File: src/rtl/pbh_pkg.sv
// Package for the programmable bit-operation hash: sizes, codes, the program word
// and pipeline payload types, and the function that executes one operation.
// Used by every module under rtl; depends on nothing.
package pbh_pkg;

    localparam int KEY_WIDTH = 10;
    localparam int NUM_REGS  = 4;
    localparam int MAX_OPS   = 16;

    localparam int ACTION_W = 1;
    localparam int SLOT_W   = 4;
    localparam int KIND_W   = 3;
    localparam int REG_SEL_W = 2;
    localparam int FIELD_W  = 10;
    localparam int SHAMT_W  = 5;
    localparam int LEN_W    = 5;
    localparam int HASH_W   = 10;

    localparam int REG_SPACE = 2 ** REG_SEL_W;
    localparam int STAGE_W   = (MAX_OPS > 1) ? $clog2(MAX_OPS) : 1;
    localparam int CMP_W     = SLOT_W + STAGE_W + LEN_W;

    localparam int PIPE_LATENCY = MAX_OPS + 1;

    // Rotates are done by selecting a window out of a repeated copy of the operand.
    localparam int SHAMT_SPAN      = 2 ** (SHAMT_W - 1);
    localparam int ROT_LEFT_COPIES = (SHAMT_SPAN + KEY_WIDTH - 1) / KEY_WIDTH;
    localparam int ROT_COPIES      = ROT_LEFT_COPIES + 1;
    localparam int ROT_BITS        = ROT_COPIES * KEY_WIDTH;
    localparam int ROT_SH_W        = $clog2(ROT_BITS);
    localparam int ROT_OFF         = ROT_LEFT_COPIES * KEY_WIDTH;

    localparam logic [ACTION_W-1:0] ACT_LOAD = 1'b0;
    localparam logic [ACTION_W-1:0] ACT_HASH = 1'b1;

    typedef enum logic [KIND_W-1:0] {
        OP_MASK   = 3'd0,
        OP_OR     = 3'd1,
        OP_XOR    = 3'd2,
        OP_SHIFT  = 3'd3,
        OP_ROTATE = 3'd4
    } op_kind_t;

    typedef logic [KEY_WIDTH-1:0] key_t;
    typedef logic [REG_SPACE-1:0][KEY_WIDTH-1:0] reg_file_t;

    typedef struct packed {
        logic [KIND_W-1:0]    kind;
        logic [REG_SEL_W-1:0] src1;
        logic [REG_SEL_W-1:0] src2;
        logic [REG_SEL_W-1:0] dst;
        key_t                 mask;
        logic [SHAMT_W-1:0]   shamt;
    } op_t;

    typedef struct packed {
        logic [ACTION_W-1:0] action;
        logic [SLOT_W-1:0]   slot;
        op_t                 op;
        reg_file_t           regs;
    } pipe_t;

    function automatic reg_file_t exec_op(input reg_file_t r, input op_t op);
        reg_file_t             r_out;
        key_t                  a;
        key_t                  b;
        key_t                  res;
        logic                  wr;
        logic [SHAMT_W-1:0]    mag;
        logic [ROT_BITS-1:0]   rep;
        logic [ROT_SH_W-1:0]   off;
        r_out = r;
        a     = (32'(op.src1) < NUM_REGS) ? r[op.src1] : '0;
        b     = (32'(op.src2) < NUM_REGS) ? r[op.src2] : '0;
        mag   = ~op.shamt + 1'b1;
        rep   = {ROT_COPIES{a}};
        off   = ROT_SH_W'(ROT_OFF) - ROT_SH_W'(mag);
        res   = '0;
        wr    = 1'b1;
        case (op.kind)
            OP_MASK:  res = a & op.mask;
            OP_OR:    res = a | b;
            OP_XOR:   res = a ^ b;
            OP_SHIFT:
            begin
                if (op.shamt[SHAMT_W-1])
                    res = a << mag;
                else
                    res = a >> op.shamt;
            end
            OP_ROTATE:
            begin
                if (op.shamt[SHAMT_W-1])
                    res = KEY_WIDTH'(rep >> off);
                else
                    res = KEY_WIDTH'(rep >> op.shamt);
            end
            default:  wr = 1'b0;
        endcase
        if (wr && (32'(op.dst) < NUM_REGS))
            r_out[op.dst] = res;
        return r_out;
    endfunction

endpackage

File: src/rtl/pbh_stage.sv
// One program slot of the hash pipeline: the slot's operation register and one
// pipeline register that carries each transaction on to the next slot.
// Depends on pbh_pkg.
module pbh_stage (
    input  logic                         clk,
    input  logic                         rst_n,
    input  logic [pbh_pkg::STAGE_W-1:0]  stage_id,
    input  logic [pbh_pkg::LEN_W-1:0]    program_length,
    input  logic                         pipe_in_valid,
    input  pbh_pkg::pipe_t               pipe_in,
    output logic                         pipe_out_valid,
    output pbh_pkg::pipe_t               pipe_out
);
    import pbh_pkg::*;

    op_t   op_reg;
    logic  valid_reg;
    pipe_t data_reg;
    pipe_t data_next;
    logic  load_hit;
    logic  run_op;

    // A load writes this slot as it passes, so earlier hashes ahead of it keep the old program.
    always_comb
    begin
        load_hit  = pipe_in_valid && (pipe_in.action == ACT_LOAD)
                    && (CMP_W'(pipe_in.slot) == CMP_W'(stage_id));
        run_op    = pipe_in_valid && (pipe_in.action == ACT_HASH)
                    && (CMP_W'(program_length) > CMP_W'(stage_id));
        data_next = pipe_in;
        if (run_op)
            data_next.regs = exec_op(pipe_in.regs, op_reg);
    end

    always_ff @(posedge clk)
    begin
        if (load_hit)
            op_reg <= pipe_in.op;
    end

    always_ff @(posedge clk or negedge rst_n)
    begin
        if (!rst_n)
            valid_reg <= 1'b0;
        else
            valid_reg <= pipe_in_valid;
    end

    always_ff @(posedge clk)
    begin
        data_reg <= data_next;
    end

    assign pipe_out_valid = valid_reg;
    assign pipe_out       = data_reg;

endmodule

File: src/rtl/programmable_bit_op_hash.sv
// Top level of the programmable bit-operation hash: input packing, the chain of
// slot stages, the program length register and the result register.
// Depends on pbh_pkg and pbh_stage.

// One transaction is taken in every cycle and busy never rises, since the
// receiver cannot stall. Each program slot owns one pipeline stage, and a hash
// gives its result on done after all MAX_OPS slot stages and the result register,
// whatever the program length; loads travel the same pipeline, update their slot
// as they pass it and give no result. Transactions take effect in the order they
// were accepted. The user must write program_length through cfg_valid/cfg_data
// only while no hash is in flight; the block itself does not enforce this.
module programmable_bit_op_hash (
    input  logic                           clk,
    input  logic                           rst_n,
    input  logic                           start,
    output logic                           busy,
    input  logic [pbh_pkg::ACTION_W-1:0]   action,
    input  logic [pbh_pkg::SLOT_W-1:0]     slot,
    input  logic [pbh_pkg::KIND_W-1:0]     op_kind,
    input  logic [pbh_pkg::REG_SEL_W-1:0]  first_source,
    input  logic [pbh_pkg::REG_SEL_W-1:0]  second_source,
    input  logic [pbh_pkg::REG_SEL_W-1:0]  destination,
    input  logic [pbh_pkg::FIELD_W-1:0]    mask_value,
    input  logic signed [pbh_pkg::SHAMT_W-1:0] shift_amount,
    input  logic [pbh_pkg::FIELD_W-1:0]    key,
    input  logic                           cfg_valid,
    output logic                           cfg_ready,
    input  logic [pbh_pkg::LEN_W-1:0]      cfg_data,
    output logic                           done,
    output logic [pbh_pkg::HASH_W-1:0]     hash_value
);
    import pbh_pkg::*;

    logic               cfg_write;
    logic [LEN_W-1:0]   program_length_reg;
    logic               done_reg;
    logic [HASH_W-1:0]  hash_reg;
    logic               stage_valid [MAX_OPS+1];
    pipe_t              stage_data  [MAX_OPS+1];
    pipe_t              entry;

    assign busy      = 1'b0;
    assign cfg_ready = 1'b1;

    always_comb
    begin
        entry.action     = action;
        entry.slot       = slot;
        entry.op.kind    = op_kind;
        entry.op.src1    = first_source;
        entry.op.src2    = second_source;
        entry.op.dst     = destination;
        entry.op.mask    = KEY_WIDTH'(mask_value);
        entry.op.shamt   = shift_amount;
        entry.regs       = '0;
        entry.regs[0]    = KEY_WIDTH'(key);
    end

    assign stage_valid[0] = start && !busy;
    assign stage_data[0]  = entry;

    assign cfg_write = cfg_valid && cfg_ready;

    always_ff @(posedge clk or negedge rst_n)
    begin
        if (!rst_n)
            program_length_reg <= '0;
        else if (cfg_write)
            program_length_reg <= cfg_data;
    end

    for (genvar g = 0; g < MAX_OPS; g++)
    begin : g_stage
        pbh_stage u_stage (
            .clk            (clk),
            .rst_n          (rst_n),
            .stage_id       (STAGE_W'(g)),
            .program_length (program_length_reg),
            .pipe_in_valid  (stage_valid[g]),
            .pipe_in        (stage_data[g]),
            .pipe_out_valid (stage_valid[g+1]),
            .pipe_out       (stage_data[g+1])
        );
    end

    always_ff @(posedge clk or negedge rst_n)
    begin
        if (!rst_n)
            done_reg <= 1'b0;
        else
            done_reg <= stage_valid[MAX_OPS] && (stage_data[MAX_OPS].action == ACT_HASH);
    end

    always_ff @(posedge clk)
    begin
        hash_reg <= HASH_W'(stage_data[MAX_OPS].regs[0]);
    end

    assign done       = done_reg;
    assign hash_value = hash_reg;

endmodule

File: config.mk
export PLATFORM = sky130hd
export DESIGN_NAME = programmable_bit_op_hash
export DESIGN_NICKNAME = d
export VERILOG_FILES = /design/src/rtl/pbh_pkg.sv /design/src/rtl/pbh_stage.sv /design/src/rtl/programmable_bit_op_hash.sv
export SDC_FILE = /design/constraint.sdc
export NUM_CORES = 2
export LEC_CHECK = 0
export BUFFER_PORTS_ARGS = -buffer_cell sky130_fd_sc_hd__buf_4
export CAP_MARGIN = 5
export CELL_PAD_IN_SITES_DETAIL_PLACEMENT = 1
export CELL_PAD_IN_SITES_GLOBAL_PLACEMENT = 1
export CORE_MARGIN = 1
export CORE_UTILIZATION = 52
export DETAILED_ROUTE_END_ITERATION = 8
export HOLD_SLACK_MARGIN = 0.06
export PLACE_DENSITY_LB_ADDON = 0.1
export SLEW_MARGIN = 5
export SYNTH_ARGS = -nofsm -noshare
export SYNTH_HDL_FRONTEND = slang
export SYNTH_SLANG_ARGS = --single-unit
File: constraint.sdc
create_clock -name clk -period 5.58 [get_ports clk]
set_input_delay 0.279 -clock clk [delete_from_list [all_inputs] [get_ports clk]]
set_output_delay 0.279 -clock clk [all_outputs]
set_load 0.01 [all_outputs]
==> results.md <==
- RD Place Congestion: 0.991
- Tmin final: 4.59 ns
- Post-CTS Setup Inserts: 0
- Std-Cell Core Area: 163,000 um2
- DR DRC count: 0
- Main synth FF type: dfxtp_1
- Row cnt: 148
- Pin count of the biggest net entering global routing: 42
- Internal power: 18.0 mW
- Run status: complete, no violations
- Worst slew margin: 10.5%
- Synthesis-stage register bit count: 1,462
- Initial core utilization: 52.5%
- Full die area: 166,000 um2
- Clock Tree Buf Depth: 3
- YS warnings: 0
- Die Span Y: 408 um
- Vias: 72.9k
- Psw: 5.94 mW
- Initial DRC count: 8,364
- DRT Pass-1 Iters: 6
- Worst Path Arrival: 5.22 ns
- Clk network pwr share: 44.1%
- Pwr dens: 257 nW/um2
- TritonCTS Buffers: 150
- Combinational power share: 6.8%
- Max reg flops: 1,046
- Worst-Margin Slew: 1.33 ns
- RSZ-0062 raised after global routing: no
- Antenna violations before repair: 12
- Io pins: 61
- Final period util: 82.3%
- Met1 Use GR: 49.7%
- Worst-path clk slew: 0.06 ns
- Skew-Pair Late Insertion Delay: 0.81 ns
- Die X: 408 um
- Fraction of layout cells with a size suffix above 1: 19.0%
- Grt met2 use: 64.5%
- Avg Inst Size Synth: 10.1 um2
- Peak supply drop: 0.000367 V
- Routed len/inst: 31.0 um
- Register Area: 33,200 um2
- Number of flops mapped to enable cells by yosys: 384
- Sequential fraction of design power: 49.1%
- CTS tree: yes
- Leakage: 34.4 nW
- Post-synthesis cell area: 85,500 um2
- Distinct cells, synth: 104
- Net count reported at finish: 8,526
- Gr busiest metal: met2
- Port bufs: 58
- Detailed-route wire length: 329 mm
- Clock Skew: 0.0365 ns
- Worst-path maximum fanout: 21
- Cell Count Post-Placement: 10.3k
- CTS sink cnt: 1,462
- Endpoints failing hold: 0
- Sw Ratio: 24.8%
- DP HPWL: 247 mm
- Detail-routed via count per cell: 6.88
- Slew Viols, Final: 0
- HP Class: input port to flip-flop
- H-Tree Depth: 4
- Setup violations, final: 0
- GR Overflow Total: 0
- Setup TNS: 0 ns
- Seq/Total Area, Yosys: 38.9%
- Area added between synthesis and finish: 8.92%
- Synthesized instance count: 8,499
- Vias in the first global route: 73.7k
- Critical path required time: 6.21 ns
- GR Util met3: 4.78%
- Post-route ant nets: 0
- Fillcell total: 17.5k
- Fraction of registers with async set/reset: 1.50%
- Gr usage total: 38.8%
- Non-filler instance count after layout: 10.6k
- Fmax: 218 MHz
- Crit Path Category: flip-flop to flip-flop
- CP Launch Type: flip-flop
- First-pass GRT wire length: 491 mm
- Crit. End Element: flip-flop
- Synthesized Nets: 8,731
- Max-Cap Viols: 0
- Multi-input logic area: 48,500 um2
- CTS root buf: clkbuf_16
[area by class of cell]
class / instances / share of cell area (%)
Timing Repair Buffer: 248 / 2.15
Clock buffer: 200 / 4.54
Antenna cell: 4 / 0.0107
Tap cell: 2175 / 2.92
Inverter: 407 / 1.64
Clock inverter: 79 / 1.02
Sequential cell: 1462 / 35.7
Multi-Input combinational cell: 6025 / 52.0
[stage by stage]
step           worst slack [ns]  util, %  hold WS [ns]  cell area (um2)  power, mW
3_5_place_dp               1.16     53.6         0.276            87400       13.5
6_report                  0.986     57.2         0.142            93100       23.9
3_3_place_gp               1.18     53.6         0.291            87400       13.4
4_1_cts                    1.13     57.1        0.0846            93100       24.0
2_1_floorplan              1.24        -       -0.0166            85500       12.7
5_1_grt                   0.794     57.1         0.114            93100       24.5
[critical path, stage by stage (launching register included)]
cell and delay [ns]:
edfxtp_1 0.71, inv_1 0.21, ha_1 0.88, or3b_2 0.50, a21oi_1 0.15, o31ai_1 0.14, xnor2_1 0.72, nor3_1 0.14
nor4_1 0.76, mux2i_1 0.19
[cells in the final DEF, fill, tap and decap left out, drive strengths merged, types with 34 or more instances in the layout]
master,synthesis,routed
o221ai,50,50
buf,138,196
xnor2,56,56
a21oi,434,434
nor3,192,192
o2111ai,34,34
or2,36,36
dfxtp,1056,1056
clkbuf,467,200
nor2,738,738
nor4,47,47
mux2i,515,515
nand3,286,286
o211ai,102,102
o22ai,50,50
o21ai,435,435
a211oi,89,89
a31oi,186,186
nand2b,52,52
nand4,35,35
edfxtp,384,384
and2,55,55
nand2,698,698
mux2,579,579
inv,388,404
or3,34,34
ha,184,184
mux4,485,485
dlygate4sd3,0,52
nor2b,60,60
clkinv,19,62
[power groups by stage]
| stage | clock, mW | sequential, mW | combinational [mW] |
|---|---|---|---|
| 6_report | 10.6 | 11.7 | 1.63 |
| 5_1_grt | 11.0 | 11.7 | 1.73 |
| 4_1_cts | 10.6 | 11.7 | 1.59 |
| 3_5_place_dp | 0 | 11.9 | 1.54 |
| 3_3_place_gp | 0 | 11.9 | 1.49 |
| 2_1_floorplan | 0 | 11.6 | 1.05 |
[path summary, 6_finish.rpt]
check | endpoint | startpoint | depth (start not counted) | slack [ns]
min in group asynchronous | done$_DFF_PN0_ | rst_n | 4 | 0.52
max in group asynchronous | program_length_reg[3]$_DFFE_PN0P_ | rst_n | 4 | 4.76
hold / removal | g_stage[0].u_stage.pipe_out[43]$_DFF_P_ | shift_amount[3] | 2 | 0.14
hold reg to reg | hash_value[1]$_DFF_P_ | g_stage[15].u_stage.pipe_out[1]$_DFF_P_ | 0 | 0.33
setup / recovery | g_stage[13].u_stage.pipe_out[16]$_DFF_P_ | g_stage[13].u_stage.op_reg[1]$_DFFE_PP_ | 9 | 0.99
setup reg to reg | g_stage[13].u_stage.pipe_out[16]$_DFF_P_ | g_stage[13].u_stage.op_reg[1]$_DFFE_PP_ | 9 | 0.99
[cell usage after synthesis, types with 22 or more instances]
cell type / instances / share of area (%)
xor2_1: 23 / 0.24
dfrtp_1: 22 / 0.64
edfxtp_1: 384 / 13
mux2i_1: 514 / 6.0
dfxtp_1: 1056 / 25
buf_1: 75 / 0.33
and3_1: 27 / 0.20
o2111ai_1: 34 / 0.35
o211ai_1: 102 / 0.90
a211oi_1: 89 / 0.78
a32oi_1: 23 / 0.24
mux2_2: 576 / 7.6
a211o_1: 23 / 0.24
nand4_1: 35 / 0.26
a221oi_1: 32 / 0.33
a31oi_1: 186 / 1.4
nand2b_1: 52 / 0.38
ha_1: 184 / 2.7
nor2b_1: 60 / 0.44
clkbuf_1: 462 / 2.0
or2_2: 35 / 0.26
nor2_1: 738 / 3.2
a22oi_1: 22 / 0.19
o22ai_1: 50 / 0.37
nand2_1: 698 / 3.1
buf_2: 52 / 0.30
or3_1: 34 / 0.25
nor3b_1: 28 / 0.25
mux4_2: 468 / 12
o31ai_1: 28 / 0.25
xnor2_1: 56 / 0.57
a21oi_1: 433 / 2.5
nand3_1: 286 / 1.7
o21ai_0: 420 / 2.5
and2_1: 54 / 0.40
nor3_1: 192 / 1.1
nor4_1: 47 / 0.34
o21a_1: 24 / 0.21
inv_1: 383 / 1.7
o221ai_1: 50 / 0.51
a21o_1: 31 / 0.27
[layer usage]
layer | part of all wire, % | wire [um] | vias to the layer above
li1 | - | - | 31400
met1 | 40 | 130000 | 37000
met2 | 48 | 158000 | 3571
met3 | 6.7 | 22000 | 874
met4 | 5.7 | 18600 | 12
met5 | 0.025 | 81 | -
[kinds of logic after synthesis]
group / Yosys count / synth area share [%]
adder cells (fa/ha/maj): 184 / 2.69
AO/OA/AOI/OAI: 1808 / 13.7
XOR/XNOR: 81 / 0.856
AND/OR/NAND/NOR: 2371 / 12.7
other: 2 / 0.00878
flip-flops: 1462 / 38.9
multiplexers: 1579 / 26.5
buffers and inverters: 1012 / 4.64
[repair_timing]
action | CTS | global route
resized for setup | 0 | 0
endpoints found under the hold margin | 120 | 0
hold buffers | 53 | 0
Note: power is estimated with default switching activity, not from simulation.
